[config.mk]
export PLATFORM = sky130hd
export DESIGN_NAME = csv_line_field_parser_flat
export DESIGN_NICKNAME = d
export VERILOG_FILES = /design/src/rtl/clp_pkg.sv /design/src/rtl/clp_stream_if.sv /design/src/rtl/clp_csr.sv /design/src/rtl/clp_convert.sv /design/src/rtl/clp_core.sv /design/src/rtl/csv_line_field_parser.sv /design/src/flat_wrapper.sv
export VERILOG_INCLUDE_DIRS = /design/src /design/src/rtl
export SDC_FILE = /design/constraint.sdc
export NUM_CORES = 2
export LEC_CHECK = 0
export ABC_AREA = 1
export BUFFER_PORTS_ARGS = -buffer_cell sky130_fd_sc_hd__buf_2
export CAP_MARGIN = 20
export CORE_ASPECT_RATIO = 1.75
export CORE_MARGIN = 2
export CORE_UTILIZATION = 40
export CTS_CLUSTER_SIZE = 10
export DETAILED_ROUTE_END_ITERATION = 8
export PLACE_DENSITY = 0.62
export SLEW_MARGIN = 0
export SYNTH_ARGS = -nofsm -noshare
export SYNTH_HDL_FRONTEND = slang
export SYNTH_SLANG_ARGS = --single-unit
[constraint.sdc]
create_clock -name clock -period 17.29 [get_ports clock]
set_clock_uncertainty 0.15 [all_clocks]
set_input_delay 3.458 -clock clock [delete_from_list [all_inputs] [get_ports clock]]
set_output_delay 3.458 -clock clock [all_outputs]
set_load 0.1 [all_outputs]
[src/rtl/csv_line_field_parser_defines.svh]
// Assertion macros used by the top-level RTL module.
`ifndef CSV_LINE_FIELD_PARSER_DEFINES_SVH
`define CSV_LINE_FIELD_PARSER_DEFINES_SVH

// Check that an implication holds at every clock edge outside reset.
`define CLP_ASSERT_IMPL(label, clk, rst, ante, cons) \
   label: assert property (@(posedge clk) disable iff (rst) (ante) |-> (cons)) \
      else $error("assertion failed");

// Check that an implication holds in the cycle after its antecedent.
`define CLP_ASSERT_NEXT(label, clk, rst, ante, cons) \
   label: assert property (@(posedge clk) disable iff (rst) (ante) |=> (cons)) \
      else $error("assertion failed");

`endif

[src/rtl/clp_pkg.sv]
package clp_pkg;

   localparam int MaxColumns    = 16;
   localparam int LineLengthMax = 65535;

   localparam logic [7:0] QuoteChar = 8'd34;
   localparam logic [7:0] LfChar    = 8'd10;
   localparam logic [7:0] CrChar    = 8'd13;

   // Column type codes of the column_types register.
   localparam logic [3:0] ColBytes  = 4'd0;
   localparam logic [3:0] ColInt64  = 4'd1;
   localparam logic [3:0] ColInt32  = 4'd2;
   localparam logic [3:0] ColUint64 = 4'd3;
   localparam logic [3:0] ColUint32 = 4'd4;
   localparam logic [3:0] ColBool   = 4'd5;

   // Value type codes of a result.
   localparam logic [2:0] VtNull   = 3'd0;
   localparam logic [2:0] VtInt64  = 3'd1;
   localparam logic [2:0] VtInt32  = 3'd2;
   localparam logic [2:0] VtUint64 = 3'd3;
   localparam logic [2:0] VtUint32 = 3'd4;
   localparam logic [2:0] VtBool   = 3'd5;
   localparam logic [2:0] VtBytes  = 3'd6;

   // Row status codes.
   localparam logic [1:0] StOk       = 2'd0;
   localparam logic [1:0] StQuote    = 2'd1;
   localparam logic [1:0] StMismatch = 2'd2;

   // Register indexes.
   localparam logic [2:0] RegDelimiter = 3'd0;
   localparam logic [2:0] RegQuotes    = 3'd1;
   localparam logic [2:0] RegEmptyNull = 3'd2;
   localparam logic [2:0] RegExpCols   = 3'd3;
   localparam logic [2:0] RegColTypes  = 3'd4;

   // Bool matcher states.
   localparam logic [3:0] BoolStart = 4'd0;
   localparam logic [3:0] BoolT    = 4'd1;
   localparam logic [3:0] BoolTr   = 4'd2;
   localparam logic [3:0] BoolTru  = 4'd3;
   localparam logic [3:0] BoolTrue = 4'd4;
   localparam logic [3:0] BoolF    = 4'd5;
   localparam logic [3:0] BoolFa   = 4'd6;
   localparam logic [3:0] BoolFal  = 4'd7;
   localparam logic [3:0] BoolFals = 4'd8;
   localparam logic [3:0] BoolFalse = 4'd9;
   localparam logic [3:0] BoolOne  = 4'd10;
   localparam logic [3:0] BoolZero = 4'd11;
   localparam logic [3:0] BoolFail = 4'd15;

   typedef struct packed {
      logic [7:0]  delimiter;
      logic        quotes_en;
      logic        null_on_empty;
      logic [4:0]  expected_columns;
      logic [63:0] column_types;
   } cfg_type;

   // Per-field accumulation state.
   typedef struct packed {
      logic [15:0] content_length;
      logic [15:0] trailing_space_count;
      logic        seen_nonspace;
      logic [1:0]  number_phase;
      logic        negative_sign;
      logic [63:0] magnitude;
      logic        overflowed;
      logic        number_invalid;
      logic [3:0]  bool_match;
   } field_type;

   typedef struct packed {
      logic        result_kind;
      logic [7:0]  column;
      logic [2:0]  value_type;
      logic [63:0] field_value;
      logic [15:0] byte_length;
      logic [1:0]  row_status;
      logic        last;
   } result_type;

   // Per-byte update of the bool matcher.
   function automatic logic [3:0] bool_next(input logic [3:0] s, input logic [7:0] ch);
      logic [7:0] c;
      logic [3:0] r;
      c = (ch >= "A" && ch <= "Z") ? ch + 8'd32 : ch;
      r = BoolFail;
      case (s)
         BoolStart: begin
            if (c == "t") r = BoolT;
            else if (c == "f") r = BoolF;
            else if (c == "1") r = BoolOne;
            else if (c == "0") r = BoolZero;
         end
         BoolT:   if (c == "r") r = BoolTr;
         BoolTr:  if (c == "u") r = BoolTru;
         BoolTru: if (c == "e") r = BoolTrue;
         BoolF:   if (c == "a") r = BoolFa;
         BoolFa:  if (c == "l") r = BoolFal;
         BoolFal: if (c == "s") r = BoolFals;
         BoolFals: if (c == "e") r = BoolFalse;
         default: r = BoolFail;
      endcase
      return r;
   endfunction

endpackage

[src/rtl/clp_stream_if.sv]
interface clp_stream_if #(parameter int Width = 1);
   logic             valid;
   logic             ready;
   logic [Width-1:0] payload;
   modport source (output valid, output payload, input ready);
   modport sink (input valid, input payload, output ready);
endinterface

[src/rtl/clp_csr.sv]
module clp_csr (
   input  logic                 clock,
   input  logic                 reset,
   input  logic                 csr_psel,
   input  logic                 csr_penable,
   input  logic                 csr_pwrite,
   input  logic [5:0]           csr_paddr,
   input  logic [63:0]          csr_pwdata,
   output logic [63:0]          csr_prdata,
   output logic                 csr_pready,
   output clp_pkg::cfg_type     cfg
);
   clp_pkg::cfg_type cfg_ff, cfg_in;
   logic [2:0] index;
   logic       write_en;

   assign index      = csr_paddr[5:3];
   assign write_en   = csr_psel && csr_penable && csr_pwrite;
   assign csr_pready = 1'b1;
   assign cfg        = cfg_ff;

   // Register write decode.
   always_comb begin
      cfg_in = cfg_ff;
      if (write_en) begin
         unique case (index)
            clp_pkg::RegDelimiter: cfg_in.delimiter        = csr_pwdata[7:0];
            clp_pkg::RegQuotes:    cfg_in.quotes_en        = csr_pwdata[0];
            clp_pkg::RegEmptyNull: cfg_in.null_on_empty    = csr_pwdata[0];
            clp_pkg::RegExpCols:   cfg_in.expected_columns = csr_pwdata[4:0];
            clp_pkg::RegColTypes:  cfg_in.column_types     = csr_pwdata;
            default: ;
         endcase
      end
   end

   // Read mux.
   always_comb begin
      csr_prdata = '0;
      unique case (index)
         clp_pkg::RegDelimiter: csr_prdata[7:0] = cfg_ff.delimiter;
         clp_pkg::RegQuotes:    csr_prdata[0]   = cfg_ff.quotes_en;
         clp_pkg::RegEmptyNull: csr_prdata[0]   = cfg_ff.null_on_empty;
         clp_pkg::RegExpCols:   csr_prdata[4:0] = cfg_ff.expected_columns;
         clp_pkg::RegColTypes:  csr_prdata      = cfg_ff.column_types;
         default: ;
      endcase
   end

   always_ff @(posedge clock) begin
      if (reset) begin
         cfg_ff.delimiter        <= 8'd44;
         cfg_ff.quotes_en        <= 1'b1;
         cfg_ff.null_on_empty    <= 1'b0;
         cfg_ff.expected_columns <= 5'd0;
         cfg_ff.column_types     <= 64'd0;
      end else begin
         cfg_ff <= cfg_in;
      end
   end
endmodule

[src/rtl/clp_convert.sv]
// Turns the finished field state into a result item.
module clp_convert (
   input  clp_pkg::cfg_type    cfg,
   input  clp_pkg::field_type  fld,
   input  logic [7:0]          field_index,
   input  logic                result_kind,
   input  logic [1:0]          row_status,
   output clp_pkg::result_type res
);
   logic [3:0]  raw_type;
   logic [3:0]  col_type;
   logic        num_ok;
   logic [63:0] sv;
   logic [15:0] len;

   always_comb begin
      raw_type = cfg.column_types[{field_index[3:0], 2'b00} +: 4];
      col_type = clp_pkg::ColBytes;
      if (cfg.expected_columns != 5'd0 && field_index < 8'(clp_pkg::MaxColumns)
          && raw_type >= clp_pkg::ColInt64 && raw_type <= clp_pkg::ColBool)
         col_type = raw_type;
      len = (fld.content_length >= fld.trailing_space_count) ?
            fld.content_length - fld.trailing_space_count : 16'd0;
      num_ok = !fld.number_invalid && fld.number_phase == 2'd2 && !fld.overflowed;
      sv = fld.negative_sign ? 64'd0 - fld.magnitude : fld.magnitude;

      res.result_kind = result_kind;
      res.column      = field_index;
      res.value_type  = clp_pkg::VtNull;
      res.field_value = 64'd0;
      res.byte_length = len;
      res.row_status  = row_status;
      res.last        = result_kind;

      if (!(!fld.seen_nonspace && cfg.null_on_empty)) begin
         case (col_type)
            clp_pkg::ColInt64:
               if (num_ok && (fld.magnitude[63] == 1'b0 ||
                   (fld.negative_sign && fld.magnitude == 64'h8000000000000000))) begin
                  res.value_type = clp_pkg::VtInt64; res.field_value = sv;
               end
            clp_pkg::ColInt32:
               if (num_ok && (fld.magnitude <= 64'h7FFFFFFF ||
                   (fld.negative_sign && fld.magnitude == 64'h80000000))) begin
                  res.value_type = clp_pkg::VtInt32; res.field_value = sv;
               end
            clp_pkg::ColUint64:
               if (num_ok) begin
                  res.value_type = clp_pkg::VtUint64; res.field_value = sv;
               end
            clp_pkg::ColUint32:
               if (num_ok && sv[63:32] == 32'd0) begin
                  res.value_type = clp_pkg::VtUint32; res.field_value = sv;
               end
            clp_pkg::ColBool: begin
               if (fld.bool_match == clp_pkg::BoolT || fld.bool_match == clp_pkg::BoolTrue
                   || fld.bool_match == clp_pkg::BoolOne) begin
                  res.value_type = clp_pkg::VtBool; res.field_value = 64'd1;
               end else if (fld.bool_match == clp_pkg::BoolF ||
                   fld.bool_match == clp_pkg::BoolFalse ||
                   fld.bool_match == clp_pkg::BoolZero) begin
                  res.value_type = clp_pkg::VtBool;
               end
            end
            default: res.value_type = clp_pkg::VtBytes;
         endcase
      end
   end
endmodule

[src/rtl/clp_core.sv]
// Byte scanner: updates line and field state per item and builds up to two results.
module clp_core (
   input  logic                clock,
   input  logic                reset,
   input  clp_pkg::cfg_type    cfg,
   input  logic                accept,
   input  logic [7:0]          c,
   input  logic                eol,
   output logic [1:0]          count,
   output clp_pkg::result_type res0,
   output clp_pkg::result_type res1
);
   clp_pkg::field_type fld_ff, fld_in, fld_mid, fld_add, fld_src;
   logic in_quotes_ff, in_quotes_in, quote_pending_ff, quote_pending_in;
   logic cr_pending_ff, cr_pending_in;
   logic [7:0] index_ff, index_in, index_mid;
   logic emit_cr, emit_delim, do_add, stripped, ws;
   logic [7:0] add_char;
   logic [3:0] d;
   logic [67:0] prod;
   clp_pkg::result_type cr_res, delim_res, end_res;
   logic [1:0] end_status;

   // Pending CR result uses the state on entry.
   clp_convert u_cr (.cfg(cfg), .fld(fld_ff), .field_index(index_ff),
      .result_kind(1'b0), .row_status(clp_pkg::StOk), .res(cr_res));

   always_comb begin
      stripped = eol && (c == clp_pkg::LfChar || c == clp_pkg::CrChar);
      emit_cr  = cr_pending_ff && !(c == clp_pkg::LfChar && eol);
      fld_mid  = emit_cr ? '0 : fld_ff;
      index_mid = (emit_cr && index_ff != 8'd255) ? index_ff + 8'd1 : index_ff;
      in_quotes_in = in_quotes_ff;
      quote_pending_in = quote_pending_ff;
      cr_pending_in = 1'b0;
      emit_delim = 1'b0;
      do_add = 1'b0;
      add_char = c;
      if (!stripped) begin
         if (cfg.quotes_en && c == clp_pkg::QuoteChar) begin
            if (quote_pending_ff) begin
               quote_pending_in = 1'b0; do_add = 1'b1;
            end else if (!in_quotes_ff) in_quotes_in = 1'b1;
            else quote_pending_in = 1'b1;
         end else begin
            if (quote_pending_ff) begin
               quote_pending_in = 1'b0; in_quotes_in = 1'b0;
            end
            if (!in_quotes_in && c == cfg.delimiter) begin
               if (c == clp_pkg::CrChar && !eol) cr_pending_in = 1'b1;
               else emit_delim = 1'b1;
            end else do_add = 1'b1;
         end
      end
   end

   // Content update: trimming, decimal accumulate and bool match.
   always_comb begin
      fld_add = fld_mid;
      ws = add_char == 8'd32 || (add_char >= 8'd9 && add_char <= 8'd13);
      d = add_char[3:0];
      prod = {4'd0, fld_mid.magnitude} * 68'd10 + {64'd0, d};
      if (ws) begin
         if (fld_mid.seen_nonspace) begin
            if (fld_mid.content_length != 16'(clp_pkg::LineLengthMax))
               fld_add.content_length = fld_mid.content_length + 16'd1;
            if (fld_mid.trailing_space_count != 16'(clp_pkg::LineLengthMax))
               fld_add.trailing_space_count = fld_mid.trailing_space_count + 16'd1;
         end
      end else begin
         fld_add.bool_match = clp_pkg::bool_next(fld_mid.bool_match, add_char);
         if (fld_mid.seen_nonspace && fld_mid.trailing_space_count != 16'd0) begin
            fld_add.number_invalid = 1'b1;
            fld_add.bool_match = clp_pkg::BoolFail;
         end
         fld_add.seen_nonspace = 1'b1;
         fld_add.trailing_space_count = 16'd0;
         if (fld_mid.content_length != 16'(clp_pkg::LineLengthMax))
            fld_add.content_length = fld_mid.content_length + 16'd1;
         if (add_char >= "0" && add_char <= "9") begin
            fld_add.number_phase = 2'd2;
            if (prod[67:64] != 4'd0) fld_add.overflowed = 1'b1;
            else fld_add.magnitude = prod[63:0];
         end else if ((add_char == "+" || add_char == "-") && fld_mid.number_phase == 2'd0)
         begin
            fld_add.number_phase = 2'd1;
            fld_add.negative_sign = (add_char == "-");
         end else begin
            fld_add.number_invalid = 1'b1;
         end
      end
      fld_src = do_add ? fld_add : fld_mid;
   end

   // Field closed by the delimiter, and the end-of-row result.
   clp_convert u_delim (.cfg(cfg), .fld(fld_mid), .field_index(index_mid),
      .result_kind(1'b0), .row_status(clp_pkg::StOk), .res(delim_res));

   logic       quotes_end;
   clp_pkg::result_type conv_end;

   always_comb begin
      fld_in   = emit_delim ? '0 : fld_src;
      index_in = (emit_delim && index_mid != 8'd255) ? index_mid + 8'd1 : index_mid;
      quotes_end = in_quotes_in && !quote_pending_in;
      end_status = (cfg.expected_columns != 5'd0 &&
                    ({1'b0, index_in} + 9'd1) != {4'd0, cfg.expected_columns})
                   ? clp_pkg::StMismatch : clp_pkg::StOk;
   end

   clp_convert u_end (.cfg(cfg), .fld(fld_in), .field_index(index_in),
      .result_kind(1'b1), .row_status(end_status), .res(conv_end));

   always_comb begin
      end_res = conv_end;
      if (eol && quotes_end) begin
         end_res.value_type  = clp_pkg::VtNull;
         end_res.field_value = 64'd0;
         end_res.byte_length = 16'd0;
         end_res.row_status  = clp_pkg::StQuote;
      end
      // Order results: pending CR field, delimiter field, end of row.
      count = 2'd0;
      res0 = end_res;
      res1 = end_res;
      if (emit_cr) begin
         res0 = cr_res; count = 2'd1;
         if (emit_delim) begin res1 = delim_res; count = 2'd2; end
         else if (eol) count = 2'd2;
      end else if (emit_delim) begin
         res0 = delim_res; count = 2'd1;
         if (eol) count = 2'd2;
      end else if (eol) count = 2'd1;
   end

   always_ff @(posedge clock) begin
      if (reset) begin
         in_quotes_ff <= 1'b0; quote_pending_ff <= 1'b0; cr_pending_ff <= 1'b0;
         index_ff <= 8'd0; fld_ff <= '0;
      end else if (accept) begin
         if (eol) begin
            in_quotes_ff <= 1'b0; quote_pending_ff <= 1'b0; cr_pending_ff <= 1'b0;
            index_ff <= 8'd0; fld_ff <= '0;
         end else begin
            in_quotes_ff <= in_quotes_in; quote_pending_ff <= quote_pending_in;
            cr_pending_ff <= cr_pending_in; index_ff <= index_in; fld_ff <= fld_in;
         end
      end
   end
endmodule

[src/rtl/csv_line_field_parser.sv]
// Channel   | Direction | Payload
// req       | in        | line_byte, end_of_line
// rsp       | out       | result_kind, column, value_type, field_value, byte_length,
//           |           | row_status, last
// One byte item is taken per cycle; its zero to two results go to a three-entry
// output queue and leave one per cycle while the receiver is ready. The input
// stalls only while the queue lacks room for the worst case of two results.
// Reset is synchronous and restores the register defaults and an empty line
// state. The 64x10 accumulate sets the input path.
`include "csv_line_field_parser_defines.svh"
module csv_line_field_parser (
   input  logic          clock,
   input  logic          reset,
   clp_stream_if.sink    req,
   clp_stream_if.source  rsp,
   input  logic          csr_psel,
   input  logic          csr_penable,
   input  logic          csr_pwrite,
   input  logic [5:0]    csr_paddr,
   input  logic [63:0]   csr_pwdata,
   output logic [63:0]   csr_prdata,
   output logic          csr_pready
);
   clp_pkg::cfg_type    cfg;
   clp_pkg::result_type res0, res1, head;
   clp_pkg::result_type q_ff [3];
   clp_pkg::result_type q_in [3];
   logic [1:0] cnt_ff, cnt_in, n_new;
   logic accept, pop, rsp_wait;

   clp_csr u_csr (.clock, .reset, .csr_psel, .csr_penable, .csr_pwrite, .csr_paddr,
      .csr_pwdata, .csr_prdata, .csr_pready, .cfg);

   // Accept when at most one result is still queued.
   assign req.ready = cnt_ff <= 2'd1;
   assign accept    = req.valid && req.ready;
   assign pop       = rsp.valid && rsp.ready;
   assign rsp.valid = cnt_ff != 2'd0;
   assign head      = q_ff[0];
   assign rsp.payload = head;
   assign rsp_wait  = rsp.valid && !rsp.ready;

   clp_core u_core (.clock, .reset, .cfg, .accept, .c(req.payload[7:0]),
      .eol(req.payload[8]), .count(n_new), .res0, .res1);

   // Result queue: shift out at head, append new results behind survivors.
   always_comb begin
      cnt_in = cnt_ff - {1'b0, pop} + (accept ? n_new : 2'd0);
      q_in = q_ff;
      if (pop) begin
         q_in[0] = q_ff[1];
         q_in[1] = q_ff[2];
      end
      if (accept) begin
         if (cnt_ff - {1'b0, pop} == 2'd0) begin
            q_in[0] = res0; q_in[1] = res1;
         end else begin
            q_in[1] = res0; q_in[2] = res1;
         end
      end
   end

   always_ff @(posedge clock) begin
      if (reset) begin
         cnt_ff <= 2'd0;
      end else begin
         cnt_ff <= cnt_in;
      end
      q_ff <= q_in;
   end

   `CLP_ASSERT_NEXT(a_rsp_hold, clock, reset, rsp_wait, rsp.valid && $stable(rsp.payload))
   `CLP_ASSERT_IMPL(a_full_stall, clock, reset, cnt_ff >= 2'd2, !req.ready)
   `CLP_ASSERT_IMPL(a_last_kind, clock, reset, rsp.valid, head.last == head.result_kind)
endmodule

[src/flat_wrapper.sv]
// flat-port wrapper written by rule: the top's interface ports become plain ports
module csv_line_field_parser_flat 
  (clock, reset, csr_psel, csr_penable, csr_pwrite, csr_paddr, csr_pwdata, csr_prdata, csr_pready, req_valid, req_payload, req_ready, rsp_valid, rsp_payload, rsp_ready);
  clp_stream_if #(.Width((9))) req_i ();
  clp_stream_if #(.Width(($bits(clp_pkg::result_type)))) rsp_i ();
  input  logic clock;
  input  logic reset;
  input  logic csr_psel;
  input  logic csr_penable;
  input  logic csr_pwrite;
  input  logic [5:0] csr_paddr;
  input  logic [63:0] csr_pwdata;
  output logic [63:0] csr_prdata;
  output logic csr_pready;
  input wire logic [$bits(req_i.valid)-1:0] req_valid;
  input wire logic [$bits(req_i.payload)-1:0] req_payload;
  output wire logic [$bits(req_i.ready)-1:0] req_ready;
  output wire logic [$bits(rsp_i.valid)-1:0] rsp_valid;
  output wire logic [$bits(rsp_i.payload)-1:0] rsp_payload;
  input wire logic [$bits(rsp_i.ready)-1:0] rsp_ready;
  assign req_i.valid = req_valid;
  assign req_i.payload = req_payload;
  assign req_ready = req_i.ready;
  assign rsp_valid = rsp_i.valid;
  assign rsp_payload = rsp_i.payload;
  assign rsp_i.ready = rsp_ready;
  csv_line_field_parser u_core (.clock(clock), .reset(reset), .req(req_i), .rsp(rsp_i), .csr_psel(csr_psel), .csr_penable(csr_penable), .csr_pwrite(csr_pwrite), .csr_paddr(csr_paddr), .csr_pwdata(csr_pwdata), .csr_prdata(csr_prdata), .csr_pready(csr_pready));
endmodule
### Word-level counts from Yosys, hierarchy flattened

Index checks and enable logic that the tools add are counted.

* register bits: 483
* RAM bits: 0
* bits in read-only memories: 0
* output and inout port bits: 162
* bits in latches: 0
* memories kept: 0

* add/sub/neg operators: 15
* mux-type cells: 118
* shift operators: 3
* multiply operators: 1
* equality and inequality tests: 73
* reductions and logical operators: 105
* divide/modulo/power cells: 0
* bitwise gates (word level): 4
* magnitude comparators: 22

Operators by type and width (count)
* $pmux 64 s5: 3
* $mux 95: 6
* $mux 106: 4
* $mux 67: 6
* $mux 66: 6
* $mux 285: 1
* $mux 65: 4
* $mux 64: 4
* $eq 64x32->1 const B: 3
* $eq 64x64->1 const B: 3
* $le 64x31->1 const B: 3
* $shiftx 64x7->4: 3
* $sub 1x64->64 const A: 3
* $mux 190: 1
* $logic_not 32->1: 3
* $mux 85: 1
* $mux 16: 5
* $mux 74: 1
* $add 68x4->68: 1
* $mul 64x3->67 const B: 1
* $eq 8x7->1 const B: 8
* $mux 32: 2
* $eq 4x3->1 const B: 14
* $mux 56: 1
* 54 further kinds: 254

### Depth between registers and ports, before layout

* depth in word-level cells: 27
* mapped depth: 68
* gate-level depth less buffers: 61

### Hierarchy

A second synthesis with hierarchy kept.

* cells, all modules: 10038
* area, all modules: 55465.7 µm²

By module, submodules not included
* clp_core: sequential area each 2342.2 µm², area each 22773.1 µm², times used 1, cells each 4601
* csv_line_field_parser: sequential area each 7647.3 µm², area each 14044.7 µm², times used 1, cells each 1750
* clp_convert (u_core.u_core.u_cr ...): sequential area each 0.0 µm², area each 4832.1 µm², times used 2, cells each 986
* clp_convert (u_core.u_core.u_end): sequential area each 0.0 µm², area each 4906.0 µm², times used 1, cells each 1052
* clp_csr: sequential area each 1581.5 µm², area each 4077.7 µm², times used 1, cells each 663

### Least setup slack after synthesis

Ideal clock, no wire load.

* kind: input -> register
* from: input port req_payload[1]
* to: register u_core.q_ff[135] (netlist bit), data pin
* setup slack: 5832 ps
* data arrival time: 11049 ps
* cell stages on the path: 62
* cells stage by stage: buf_2 > nand2_1 > nor2_2 > nand3_2 > nand2_4 > inv_2 > clkbuf_1 > buf_1 > clkbuf_1 > clkbuf_1 > clkbuf_1 > clkbuf_1 > buf_2 > clkbuf_1 > nor2_1 > ha_1 > ha_1 > nand2_1 > [... 26 more ...] > nand3_2 > nand2_2 > nand2_1 > nand2_1 > nor2_1 > nand2_1 > inv_2 > nand2_1 > nor2_2 > nand3_2 > nand2_4 > nand2_4 > buf_12 > nor2_8 > nand2_1 > nand2_1 > nand2_1 > nand3_1

RTL lines
* start, declared: line flat_wrapper.sv:16 `input wire logic [$bits(req_i.payload)-1:0] req_payload;`
* end signal, assigned: line csv_line_field_parser.sv:69 `q_ff <= q_in;`
* end, declared: line csv_line_field_parser.sv:26 `clp_pkg::result_type q_ff [3];`

==> results.txt <==
----------------------------------------------------
[Clock network]
  Maximum level of the CTS H-tree ... 2
  Insertion delay to the later sink of the worst-skew pair ... 0.70 ns
  CTS sink cnt ... 481
  Maximum clock insertion buffer count ... 3
  Total clock buffers created by CTS ... 56
  Root Buffer ... sky130_fd_sc_hd__clkbuf_16
  Clock transition at the registers of the reported paths ... 0.07 ns
  Post-CTS Repair Setup Buffers ... 0
  Post-cts repair resize count ... 0
  Number of hold-repair buffers added at the cts stage ... 0
  CTS tree ... done

[Cells and area]
  Number of nets in the finished design ... 8331
  Final Instance Area ... 51300 um^2
  Share of final-layout standard cells stronger than drive strength 1 ... 7.57%
  Fillers ... 13.1k
  Area used by sequential logic in the layout ... 11500 um^2
  Most common cell after layout, fill and taps aside ... sky130_fd_sc_hd__nand2_1
  Util after Layout ... 42.9%
  Most frequent cells in the layout ... sky130_fd_sc_hd__nand2_1, sky130_fd_sc_hd__inv_1, sky130_fd_sc_hd__nor2_1, sky130_fd_sc_hd__nand3_1, sky130_fd_sc_hd__a21oi_1
  Combined area of the multi-input logic cells ... 30100 um^2
  Area added between synthesis and finish ... 6.56%

[Drt]
  DRT Pass-1 Iters ... 9
  Violation count after the first detailed-route iteration ... 4789
  Per-cell via count in the routed design ... 5.47
  Wirelength per Cell ... 20.7 um
  DRC ... 0
  Via Count ... 52.9k
  Count of nets left with antenna violations after detail routing ... 0
  Wire length reported by the detailed router ... 200000 um

[Global routing]
  Overflow after GRT ... 0
  Wire length of the first global-routing pass ... 296000 um
  Global-route total usage across every layer ... 31.3%
  Largest net degree at the start of global routing ... 112
  Number of antenna violations at the first check in global routing ... 4
  Number of global-route vias before repair ... 49.7k

[Critical path]
  End of the worst register-to-register path ... u_core.q_ff[61]$_DFFE_PP_
  Data arrival time at the worst-slack endpoint ... 14.39 ns
  Setup slack of the worst register-to-register path ... 6.34 ns
  Number of buffer and inverter instances along the worst setup path ... 8
  Sort of element at the start of the critical path ... primary input
  Crit path capture type ... flip-flop
  CP most frequent cell ... sky130_fd_sc_hd__nand2_1
  Number of stages on the worst setup path ... 52
  Worst reg2reg path startpoint ... u_core.u_core.cr_pending_ff$_SDFFE_PP0P_
  Largest driver fanout on the critical path ... 79
  Slowest stage cell on the critical path ... sky130_fd_sc_hd__nor2_1
  CP delay by family, top ... simple AND/OR/NAND/NOR gates
  Kind of critical path ... primary input to flip-flop
  Required time at the worst-slack endpoint ... 17.54 ns
  Crit-path max cell delay ... 0.54 ns
  Number of cells on the worst reg-to-reg path ... 47

[Worst hold path]
  Hold path depth ... 2
  Worst Hold End ... u_core.u_core.fld_ff[75]$_SDFFE_PP0P_
  Startpoint of the lowest-slack hold path ... u_core.u_core.fld_ff[75]$_SDFFE_PP0P_
  Worst Hold Class ... flip-flop to flip-flop

[Place]
  Pre-CTS WS ... 2.88 ns
  Post-Place Cell Area ... 49600 um^2
  Count of buffers inserted at the top-level ports ... 243
  GP Congestion ... 1.06
  HPWL reported at the end of detailed placement ... 159000 um

[Logic synthesis]
  Post-Synthesis Cells ... 8148
  Mean instance size in the synthesized netlist ... 5.91 um^2
  Leading cell types by total area after synthesis ... sky130_fd_sc_hd__nand2_1, sky130_fd_sc_hd__dfxtp_1, sky130_fd_sc_hd__edfxtp_1
  Async set-reset flop share out of synthesis ... 0%
  Warnings, synthesis ... 0
  Cell type with the highest aggregate area in the netlist ... sky130_fd_sc_hd__nand2_1
  Cell area after synthesis ... 48100 um^2
  Flop and latch count out of synthesis ... 481
  Synthesized Nets ... 8381
  Seq/Total Area, Yosys ... 23.9%
  Main synth FF type ... sky130_fd_sc_hd__dfxtp_1
  Number of flops mapped to enable cells by yosys ... 188
  Count of unique library cells instantiated by Yosys ... 69
  Area share of the leading cell type in the synthesized netlist ... 19.6%

[Timing]
  Post-route minimum period ... 14.14 ns
  Slew at the pin closest to its max-slew limit ... 1.20 ns
  Setup repair after global routing missed its margin ... false
  Max transition margin ... 19.0%
  Achievable frequency ... 0.0707 GHz
  Final Hold Slack ... 0.313 ns
  Setup Total Neg Slack ... 0 ns
  Final critical-path setup slack ... 3.15 ns
  Max-slew violations ... 0
  Number of hold-slack violations in the final timing report ... 0
  Tcrit/Tclk final ... 81.8%
  Total setup violations reported at the end of the flow ... 0

[Job]
  Count of maximum capacitance violations ... 0

[Floorplan]
  Top-level port count ... 248
  Total core area ... 120000 um^2
  Die Area ... 123000 um^2
  Width of the die ... 266 um
  Height of the die ... 463 um
  Starting utilization of the core area ... 40.3%
  Row count ... 168

[Pwr]
  Switching share of total power ... 49.8%
  Combinational cell fraction of total power ... 45.9%
  Net switching power ... 2600 uW
  Pint ... 2620 uW
  Share of power burned in registers ... 31.9%
  Total power density per cell area ... 102 nW/um^2
  Clock power frac ... 22.2%
  Leakage power of the design ... 0.0254 uW
  Worst IR Drop VDD ... 0.131 mV

[Status]
  Outcome ... completed

----------------------------------------------------
## layout make-up
| cell class | instances | share of cell area [%] |
|---|---|---|
| well taps | 1530 | 3.73 |
| repair buffers | 314 | 3.49 |
| diodes | 3 | 0.0146 |
| clock inverters | 7 | 0.202 |
| multi-input cells | 6101 | 58.7 |
| flip-flops and latches | 481 | 22.4 |
| clock buffers | 91 | 3.07 |
| inverters | 1144 | 8.39 |
## Yosys cell counts (26+ instances only)
cell                       instances
sky130_fd_sc_hd__dfxtp_1         293
sky130_fd_sc_hd__o311ai_0         32
sky130_fd_sc_hd__edfxtp_1        188
sky130_fd_sc_hd__nand3_2          28
sky130_fd_sc_hd__nor4_1           51
sky130_fd_sc_hd__nand3_1         690
sky130_fd_sc_hd__o22ai_1          31
sky130_fd_sc_hd__nand4_1          91
sky130_fd_sc_hd__xor2_1          151
sky130_fd_sc_hd__nor3_1          152
sky130_fd_sc_hd__buf_4           125
sky130_fd_sc_hd__nor2_2           26
sky130_fd_sc_hd__ha_1            143
sky130_fd_sc_hd__o211ai_1         57
sky130_fd_sc_hd__buf_2            49
sky130_fd_sc_hd__nand2_2          48
sky130_fd_sc_hd__inv_2            32
sky130_fd_sc_hd__nor2_1          881
sky130_fd_sc_hd__a31oi_1          42
sky130_fd_sc_hd__nand2_1        2514
sky130_fd_sc_hd__inv_1          1096
sky130_fd_sc_hd__o31ai_1          28
sky130_fd_sc_hd__o21ai_0         417
sky130_fd_sc_hd__clkbuf_1        201
sky130_fd_sc_hd__a21oi_1         459
sky130_fd_sc_hd__nor2_8           31
## stage by stage
step | instances | power, uW
floorplan | 8148 | 3670
global placement | 9567 | 4050
detailed placement | 9569 | 4080
CTS | 9667 | 5240
global route | 9669 | 5470
finish | 9671 | 5220
## power groups by stage
stage	registers, uW	logic [uW]	clock network (uW)
CTS	1670	2400	1180
floorplan	1660	2020	0
detailed placement	1690	2390	0
global placement	1680	2370	0
finish	1660	2390	1160
global route	1690	2570	1220
## worst max path at each step
stage	start	endpoint	slack, ns
finish	req_payload[2]	u_core.q_ff[61]$_DFFE_PP_	3.15
global route	req_payload[2]	u_core.q_ff[175]$_DFFE_PP_	2.80
CTS	req_payload[2]	u_core.q_ff[61]$_DFFE_PP_	3.57
detailed placement	req_payload[2]	u_core.q_ff[61]$_DFFE_PP_	2.88
global placement	req_payload[2]	u_core.q_ff[61]$_DFFE_PP_	3.00
floorplan	req_payload[1]	u_core.q_ff[135]$_DFFE_PP_	5.83
## routing by layer
| layer | wire length [um] | GRT usage [%] | vias up |
|---|---|---|---|
| met5 | 13 | 0 | - |
| met4 | 15700 | 21.3 | 2 |
| met3 | 11300 | 3.21 | 566 |
| met2 | 94200 | 53.2 | 2061 |
| met1 | 78600 | 36.9 | 24209 |
| li1 | - | - | 26081 |
## flip-flops by register name, indices dropped and copies added, names as in the netlist
name / cells
u_core.u_csr.cfg: 79
u_core.u_core.cr_pending_ff: 1
u_core.u_core.fld_ff: 106
u_core.cnt_ff: 2
u_core.q_ff: 188
u_core.rsp.payload: 95
u_core.u_core.index_ff: 8
u_core.u_core.quote_pending_ff: 1
u_core.u_core.in_quotes_ff: 1
## logic make-up (layout without fill, tap and decap cells)
family	Yosys count	after routing	share of synthesized area (%)
AND/OR/NAND/NOR	4583	4583	41.1
buffers and inverters	1566	1556	13.7
AO/OA/AOI/OAI	1184	1184	13.9
flip-flops	481	481	23.9
XOR/XNOR	183	183	3.46
adder cells (fa/ha/maj)	147	147	3.88
multiplexers	3	3	0.0624
other	1	4	0.00779
## worst min-delay path: cells and delay by family, from the launching register on
kind               cells  cell delay (ns)
AOI/OAI and AO/OA      1             0.05
DFF                    1             0.31
and+or+nand+nor        1             0.06
Note: power is estimated with default switching activity, not from simulation.
